<file path="config.mk">
export PLATFORM = sky130hd
export DESIGN_NAME = pli_front
export DESIGN_NICKNAME = d
export VERILOG_FILES = /design/src/hdl/pli_pkg.sv /design/src/hdl/pli_front.sv
export SDC_FILE = /design/constraint.sdc
export NUM_CORES = 1
export LEC_CHECK = 0
export CAP_MARGIN = 10
export CELL_PAD_IN_SITES_DETAIL_PLACEMENT = 0
export CELL_PAD_IN_SITES_GLOBAL_PLACEMENT = 1
export CORE_MARGIN = 2
export CORE_UTILIZATION = 53
export CTS_BUF_LIST = sky130_fd_sc_hd__clkbuf_16
export CTS_CLUSTER_DIAMETER = 60
export DETAILED_ROUTE_END_ITERATION = 10
export DONT_BUFFER_PORTS = 1
export PLACE_DENSITY_LB_ADDON = 0.1
export SYNTH_ARGS = -nofsm -noshare
export SYNTH_HDL_FRONTEND = slang
export SYNTH_SLANG_ARGS = --single-unit
</file>
<file path="constraint.sdc">
create_clock -name clock -period 3.8 [get_ports clock]
set_clock_uncertainty 0.15 [all_clocks]
set_input_delay 0.76 -clock clock [delete_from_list [all_inputs] [get_ports clock]]
set_output_delay 0.76 -clock clock [all_outputs]
set_load 0.05 [all_outputs]
</file>
<file path="src/hdl/pli_pkg.sv">
// Shared types and constants for the piecewise linear interpolator.
package pli_pkg;
   localparam int TableDepth = 32;
   localparam int IdxW = $clog2(TableDepth);
   localparam int CntW = 6;
   localparam int DataW = 32;
   localparam int QueueDepth = 2;
   localparam int QPtrW = 1;
   localparam int ProdW = 65;

   localparam logic OP_WRITE = 1'b0;
   localparam logic OP_EVAL = 1'b1;

   // one word passed from the front part to the back part
   typedef struct packed {
      logic opcode;
      logic [IdxW-1:0] entry_index;
      logic signed [DataW-1:0] x_value;
      logic signed [DataW-1:0] y_value;
   } cmd_type;
endpackage

</file>
<file path="src/hdl/pli_front.sv">
// Front part: takes command words into a short queue.
module pli_front (
   input logic clock,
   input logic reset,
   input logic push,
   input pli_pkg::cmd_type push_word,
   output logic full,
   input logic pop,
   output logic empty,
   output pli_pkg::cmd_type head
);
   import pli_pkg::*;

   cmd_type q_ff [QueueDepth];
   logic [QPtrW-1:0] wp_ff, wp_in, rp_ff, rp_in;
   logic [QPtrW:0] cnt_ff, cnt_in;

   assign full = (cnt_ff == (QPtrW+1)'(QueueDepth));
   assign empty = (cnt_ff == '0);
   assign head = q_ff[rp_ff];

   // pointer and count update
   always_comb begin
      wp_in = wp_ff + QPtrW'(push);
      rp_in = rp_ff + QPtrW'(pop);
      cnt_in = cnt_ff + (QPtrW+1)'(push) - (QPtrW+1)'(pop);
   end

   always_ff @(posedge clock) begin
      if (reset) begin
         wp_ff <= '0;
         rp_ff <= '0;
         cnt_ff <= '0;
      end else begin
         wp_ff <= wp_in;
         rp_ff <= rp_in;
         cnt_ff <= cnt_in;
      end
      if (push) begin
         q_ff[wp_ff] <= push_word;
      end
   end

`ifndef ASSERT_OFF
   a_no_overflow: assert property (@(posedge clock) disable iff (reset) !(push && full))
      else $error("queue overflow");
   a_no_underflow: assert property (@(posedge clock) disable iff (reset) !(pop && empty))
      else $error("queue underflow");
   a_cnt_range: assert property (@(posedge clock) disable iff (reset)
      cnt_ff <= (QPtrW+1)'(QueueDepth)) else $error("queue count out of range");
`endif
endmodule

</file>
==> metrics.md, run 1 <==
| Metric | Value |
|---|---|
| Die H | `106.8 µm` |
| Crit. End Element | `output port` |
| NumNets Final | `roughly 330` |
| GRT Total Usage | `0.1483` |
| Final worst path period share | `0.7745` |
| H-tree depth | `4` |
| CTS clk-pin slew, worst paths | `0.05 ns` |
| Synth Instances | `237` |
| Final Critical Period | `just under 3 ns` |
| Worst r2r src | `wp_ff$_SDFF_PP0_` |
| Cell depth of the worst flop-to-flop path | `2` |
| Pleak | `around 2.3 nW` |
| Vias in the first global route | `approximately 2.3k` |
| Total grt overflow | `0` |
| Worst EP arrival | `between 2 and 2.5 ns` |
| Routed length on met1 | `2998 µm` |
| Max-slew headroom | `0.3376` |
| Worst hold path startpoint | `reset` |
| Reg2reg end | `q_ff[0][21]$_DFFE_PP_` |
| Post-Route WL | `8353 µm` |
| Slew of the pin with the lowest slew margin | `0.9936 ns` |
| Via/cell ratio | `5.267` |
| Number of max-cap violations | `0` |
| Remaining DRCs | `0` |
| CTS tree | `yes` |
| Met3 wire len | `991 µm` |
| Post-CTS Hold Buffers | `0` |
| ANT nets after route | `0` |
| Most frequent cells in the layout | `edfxtp_1, mux2_4, clkbuf_16` |
| Max Root-Sink Buffers | `2` |
| Final count of negative-setup-slack endpoints | `0` |
| Seq/Total Area, Yosys | `0.7646` |
| Postcts setup bufs | `0` |
| Die Area | `11410 µm²` |
| RSZ-0062 raised after global routing | `no` |
| Post-synthesis instance area | `~5600 µm²` |
| WHS Endpoint | `rp_ff$_SDFF_PP0_` |
| NetSw | `0.001064 W` |
| Slew Viols, Final | `0` |
| Peak supply drop | `between 300 and 400 µV` |
| R2R Setup Slk | `2.05 ns` |
| Initial Utilization | `0.5452` |
| Commonest non-fill, non-tap cell in the layout | `edfxtp_1` |
| WL per Instance | `21.04 µm` |
| Mapped Nets | `315` |
| Clock power frac | `0.422` |
| Highest routed layer | `met4` |
| Area Overhead vs Synth | `12.89%` |
| Initial antenna violation count | `0` |
| Fillers | `708` |
| Vias | `2091` |
| Sw Share | `0.2463` |
| Overall Power | `0.004319 W` |
| Largest net degree at the start of global routing | `71` |
| Highest net fanout along the worst path | `33` |
| HP Class | `in -> reg` |
| Setup TNS | `0 ns` |
| Clock Latency Late Sink | `a little under 0.4 ns` |
| Hold path cells | `1` |
| GPL Wtd Cong | `a little over 0.6` |
| Clock sink total | `144` |
| Yosys warnings | `0` |
| WS Path Type | `reg -> out` |
| F_max | `339.8 MHz` |
| Drt pass-1 iters | `4` |
| CP Data Required Time | `2.89 ns` |
| First-pass GRT wire length | `between 10000 and 15000 µm` |
| Share of layout cells above drive strength 1 | `0.4023` |
| Port-buffer cells | `0` |
| Num rows | `37` |
| DP HPWL | `5396 µm` |
| Comb pwr share | `0.137` |
| CTS Buf Count | `17` |
| Antenna cell count | `0` |
| Min Hold Slack | `0.2683 ns` |
| Clock Tree Root | `clkbuf_16` |
| Yosys cell types | `12` |
| Number of DRC markers in iteration 0 | `between 60 and 70` |
| Status | `complete, no violations` |
| Met2 WL | `4298 µm` |
| Fin util | `0.6154` |
| Nature of the critical path startpoint | `flop` |
| Internal | `about 0.0033 W` |
| Syn avg cell area | `23.64 µm²` |
| P per Cell Area | `682.9 nW/µm²` |
| Core footprint | `10280 µm²` |
| #FFs+latches synth | `144` |
| Final hold violation count | `0` |
| Sequential power share | `0.441` |
| Io pins | `between 100 and 150` |
| Cts repair resizes | `0` |
| Die X | `106.8 µm` |
## synth_stat cells
master,count,area (µm²)
edfxtp_1,140,4204
xnor3_1,1,22.52
ha_1,4,50.05
buf_6,1,11.26
xnor2_1,1,8.760
mux2_4,69,1036
inv_1,3,11.26
dfxtp_1,4,80.08
nor2b_1,2,12.51
nor2_1,4,15.01
buf_12,7,140.1
mux2_2,1,11.26
## flip-flops by register name, indices dropped and copies added (netlist names)
signal  cells
cnt_ff      2
q_ff      140
rp_ff       1
wp_ff       1
## routing by layer
layer,up-vias,global-route usage
met4,0,0.05844
met3,6,0.09301
met5,-,0
li1,956,-
met1,1039,0.1454
met2,90,0.2511
## cell families (layout without fill, tap and decap cells)
logic type    Yosys count  in the layout  share of synthesized area
flops                 144            144                     0.7646
mux                    70             70                     0.1869
buf+inv                11             35                    0.02903
simple gates            6              6                   0.004912
fa+ha+maj               4              4                   0.008933
xor+xnor                2              2                   0.005583
## power by group through the flow
| stage | registers (W) | logic (W) | clock network [W] |
|---|---|---|---|
| 6_report | 0.00190 | 0.000592 | 0.00182 |
| 5_1_grt | 0.00191 | 0.000614 | 0.00192 |
| 4_1_cts | 0.00191 | 0.000599 | 0.00186 |
| 3_5_place_dp | 0.00194 | 0.000598 | 0 |
| 3_3_place_gp | 0.00193 | 0.000593 | 0 |
| 2_1_floorplan | 0.00191 | 0.000599 | 0 |
## stage by stage
stage,instance area (µm²),setup WS [ns],cells
after floorplan,5603,0.7648,237
after global placement,5665,1.267,367
after detailed placement,5665,1.239,367
after CTS,6325,0.8041,397
after global routing,6325,0.7516,397
final,6325,0.8570,397
## cell type report
cell class                      count  area (µm²)  share of cell area
Sequential cell                   144        4288              0.6779
Multi-Input combinational cell     82        1181              0.1867
Clock buffer                       17       425.4             0.06726
Clock inverter                     13       234.0             0.03699
Tap cell                          136       170.2             0.02690
Timing Repair Buffer                2       15.01            0.002374
Inverter                            3       11.26            0.001780
## worst max-delay path, cell delays in order (launching register included)
cell and delay, ns:
dfxtp_4 0.73, buf_4 0.46, mux2_4 0.43
## worst max-delay path by stage
stage,to,cells after the start,slack (ns),startpoint
global route,head[33],2,0.75,rp_ff$_SDFF_PP0_
detailed placement,head[39],2,1.24,rp_ff$_SDFF_PP0_
floorplan,q_ff[0][0]$_DFFE_PP_,1,0.76,push
finish,head[33],2,0.86,rp_ff$_SDFF_PP0_
CTS,head[33],2,0.80,rp_ff$_SDFF_PP0_
global placement,head[36],2,1.27,rp_ff$_SDFF_PP0_
(Power assumes the default switching activity.)
==> run 2, diff against run 1 <==
--- a/config.mk
+++ b/config.mk
@@ -5,11 +5,12 @@
 export SDC_FILE = /design/constraint.sdc
 export NUM_CORES = 1
 export LEC_CHECK = 0
+export ABC_AREA = 1
 export CAP_MARGIN = 10
 export CELL_PAD_IN_SITES_DETAIL_PLACEMENT = 0
 export CELL_PAD_IN_SITES_GLOBAL_PLACEMENT = 1
 export CORE_MARGIN = 2
-export CORE_UTILIZATION = 53
+export CORE_UTILIZATION = 48
 export CTS_BUF_LIST = sky130_fd_sc_hd__clkbuf_16
 export CTS_CLUSTER_DIAMETER = 60
 export DETAILED_ROUTE_END_ITERATION = 10
==> constraint.sdc (replaced) <==
create_clock -name clock -period 2.5 [get_ports clock]
set_clock_uncertainty 0.15 [all_clocks]
set_input_delay 0.5 -clock clock [delete_from_list [all_inputs] [get_ports clock]]
set_output_delay 0.5 -clock clock [all_outputs]
set_load 0.05 [all_outputs]
==> run 2 against run 1 <==
  * First-iteration DRC count up 19%
  * Synthesized area up 0.16%
  * Largest cell class unchanged
  * Critical path type unchanged
  * Worst hold slack worse by 0.24 ns
  * Power up 49%
==> metrics.md, run 2 <==
| Metric | Value |
|---|---|
| Number of flops mapped to enable cells by yosys | `140 (unchanged)` |
| Setup TNS | `0 ns (unchanged)` |
| Top cell family by delay on the critical path | `flip-flops` |
| Via/cell ratio | `5.131 (-2.6%)` |
| Postcts setup bufs | `0 (unchanged)` |
| Number of max-cap violations | `0 (unchanged)` |
| Worst r2r src | `wp_ff$_SDFF_PP0_` |
| Clock Tree Root | `clkbuf_16` |
| Port-buffer cells | `0 (unchanged)` |
| Top reg by flops | `q_ff` |
| Area Overhead vs Synth | `14.20%` |
| Ys flop type | `edfxtp_1` |
| NumNets Final | `343 (+4.6%)` |
| Post-CTS Hold Buffers | `1 (+1)` |
| Initial Utilization | `0.4915 (-0.05371)` |
| Final Critical Period | `2.352 ns` |
| Vias | `2150 (+2.8%)` |
| Core footprint | `11420 µm² (+11%)` |
| Placement Setup Slack | `0.5549 ns (-0.6845 ns)` |
| Overall Power | `0.006430 W (+49%)` |
| CP Data Required Time | `1.85 ns (-1.04 ns)` |
| Crit. End Element | `output port` |
| Hold path cells | `0 (-1)` |
| Vias in the first global route | `2204 (-3.0%)` |
| Nature of the critical path startpoint | `flop` |
| Worst EP arrival | `1.70 ns (-0.33 ns)` |
| Yosys warnings | `0 (unchanged)` |
| Yosys cell types | `13 (+1)` |
| CTS tree | `yes` |
| Syn avg cell area | `22.90 µm² (-3.1%)` |
| WS Path Type | `reg -> out` |
| Final count of negative-setup-slack endpoints | `0 (unchanged)` |
| Ys async rst share | `0 (unchanged)` |
| Commonest non-fill, non-tap cell in the layout | `edfxtp_1` |
| Worst Slack Setup Final | `0.1478 ns (-0.7092 ns)` |
| CTS clk-pin slew, worst paths | `0.06 ns (about the same)` |
| Reg2reg end | `q_ff[0][30]$_DFFE_PP_` |
| Max reg flops | `140 (unchanged)` |
| Count leader, synth | `edfxtp_1` |
| Peak supply drop | `453.2 µV (+32%)` |
| Seq/Total Area, Yosys | `0.7634 (-0.001193)` |
| Status | `complete, no violations` |
| Highest net fanout along the worst path | `30 (-9.1%)` |
| Fin util | `0.5613 (-0.05416)` |
| WHS Endpoint | `q_ff[0][19]$_DFFE_PP_` |
| Mapped Nets | `323 (+2.5%)` |
| GPL Wtd Cong | `0.6727 (+8.9%)` |
| Largest net degree at the start of global routing | `34 (-52%)` |
| Num rows | `39 (+5.4%)` |
| WP buf/inv | `1 (unchanged)` |
| F_max | `approximately 430 MHz` |
| Slew of the pin with the lowest slew margin | `0.4227 ns (-0.5709 ns)` |
| Yosys top cell area share | `0.7492 (-0.001171)` |
| Drt pass-1 iters | `4 (unchanged)` |
| Total grt overflow | `0 (unchanged)` |
| H-tree depth | `4 (unchanged)` |
| Commonest cells post-synth | `edfxtp_1, mux2_4, buf_12, inv_1, nor2_1` |
| Number of DRC markers in iteration 0 | `75 (+19%)` |
| P per Cell Area | `1003 nW/µm² (+47%)` |
| Pleak | `2.298 nW (+1.2%)` |
| Synth Instances | `245 (+3.4%)` |
| Final worst path period share | `0.9409` |
| Die Area | `12570 µm² (+10%)` |
| Max-slew headroom | `0.7182 (+0.3806)` |
| Cell depth of the worst flop-to-flop path | `3 (+1)` |
| Final hold violation count | `0 (unchanged)` |
| Die X | `112.1 µm (+5.0%)` |
| Top Registers | `q_ff x140, cnt_ff x2` |
| #FFs+latches synth | `144 (unchanged)` |
| R2R Setup Slk | `0.93 ns (-1.12 ns)` |
| Synth top area cells | `edfxtp_1, mux2_4, buf_12` |
| Post-synthesis instance area | `5612 µm² (+0.16%)` |
| Worst hold path startpoint | `push_word[19]` |
| WL per Instance | `20.22 µm (-3.9%)` |
| Io pins | `146 (unchanged)` |
| CTS Buf Count | `17 (unchanged)` |
| Slew Viols, Final | `0 (unchanged)` |
| Clock Latency Late Sink | `0.41 ns (+0.02 ns)` |
| Share of layout cells above drive strength 1 | `0.3877 (-0.01462)` |
| Antenna cell count | `0 (unchanged)` |
| CP max-delay cell | `dfxtp_4` |
| Max Root-Sink Buffers | `2 (unchanged)` |
| RSZ-0062 raised after global routing | `no` |
| Most frequent cells in the layout | `edfxtp_1, mux2_4, clkbuf_16` |
| HP Class | `in -> reg` |
| Largest area contributor in the netlist | `edfxtp_1` |
| ANT nets after route | `0 (unchanged)` |
| Worst path max stage delay | `0.56 ns (-0.17 ns)` |
| Cts repair resizes | `0 (unchanged)` |
| Post-Route WL | `8474 µm (+1.4%)` |
| Remaining DRCs | `0 (unchanged)` |
| CP Cell Sequence | `buf_12 > mux2_4` |
| Min Hold Slack | `0.02985 ns (-0.2385 ns)` |
| Die H | `112.1 µm (+5.0%)` |
| GRT Total Usage | `0.1387 (-0.009619)` |
| Clock sink total | `144 (unchanged)` |
| First-pass GRT wire length | `12660 µm (+4.4%)` |
| Initial antenna violation count | `0 (unchanged)` |
[run 2: worst max path at each step]
stage | slack, ns | startpoint | cells past startpoint | endpoint
2_1_floorplan | 0.47 | push | 1 | q_ff[1][0]$_DFFE_PP_
3_3_place_gp | 0.58 | rp_ff$_SDFF_PP0_ | 2 | head[23]
3_5_place_dp | 0.55 | rp_ff$_SDFF_PP0_ | 2 | head[66]
4_1_cts | 0.11 | rp_ff$_SDFF_PP0_ | 2 | head[66]
5_1_grt | 0.07 | rp_ff$_SDFF_PP0_ | 2 | head[66]
6_report | 0.15 | rp_ff$_SDFF_PP0_ | 2 | head[66]
[run 2: cell families (layout without fill, tap and decap cells)]
| kind of cell | after synthesis | count (layout) | synth area share |
|---|---|---|---|
| adders and majority gates | 4 | 4 | 0.008919 |
| muxes | 70 | 70 | 0.1866 |
| DFF | 144 | 144 | 0.7634 |
| buffers and inverters | 15 | 46 | 0.03166 |
| and+or+nand+nor | 10 | 10 | 0.006911 |
| AOI/OAI and AO/OA | 1 | 1 | 0.0008910 |
| xor gates and xnor gates | 1 | 1 | 0.001561 |
[run 2: area by class of cell]
class	instances	area, µm²
Timing Repair Buffer	9	120.1
Clock inverter	13	195.2
Multi-Input combinational cell	86	1175
Clock buffer	17	425.4
Sequential cell	144	4288
Fill cell	885	5010
Tap cell	143	178.9
Inverter	7	26.28
[run 2: power breakdown]
part | leakage [nW] | switching, W | internal (W)
registers | 1.35 | 0.0000526 | 0.00282
logic | 0.663 | 0.000658 | 0.000273
clock network | 0.287 | 0.000886 | 0.00174
total | 2.30 | 0.00160 | 0.00483
[run 2: per-layer routing]
metal  wire length [µm]  track usage
met2               4063       0.2028
met5                  0            0
met1               3244       0.1617
met3               1066      0.08639
met4                100      0.06585
[run 2: stage by stage]
stage	area, µm²	std cells
global placement	5778	388
floorplan	5617	245
detailed placement	5778	388
global route	6409	419
CTS	6409	419
finish	6409	419
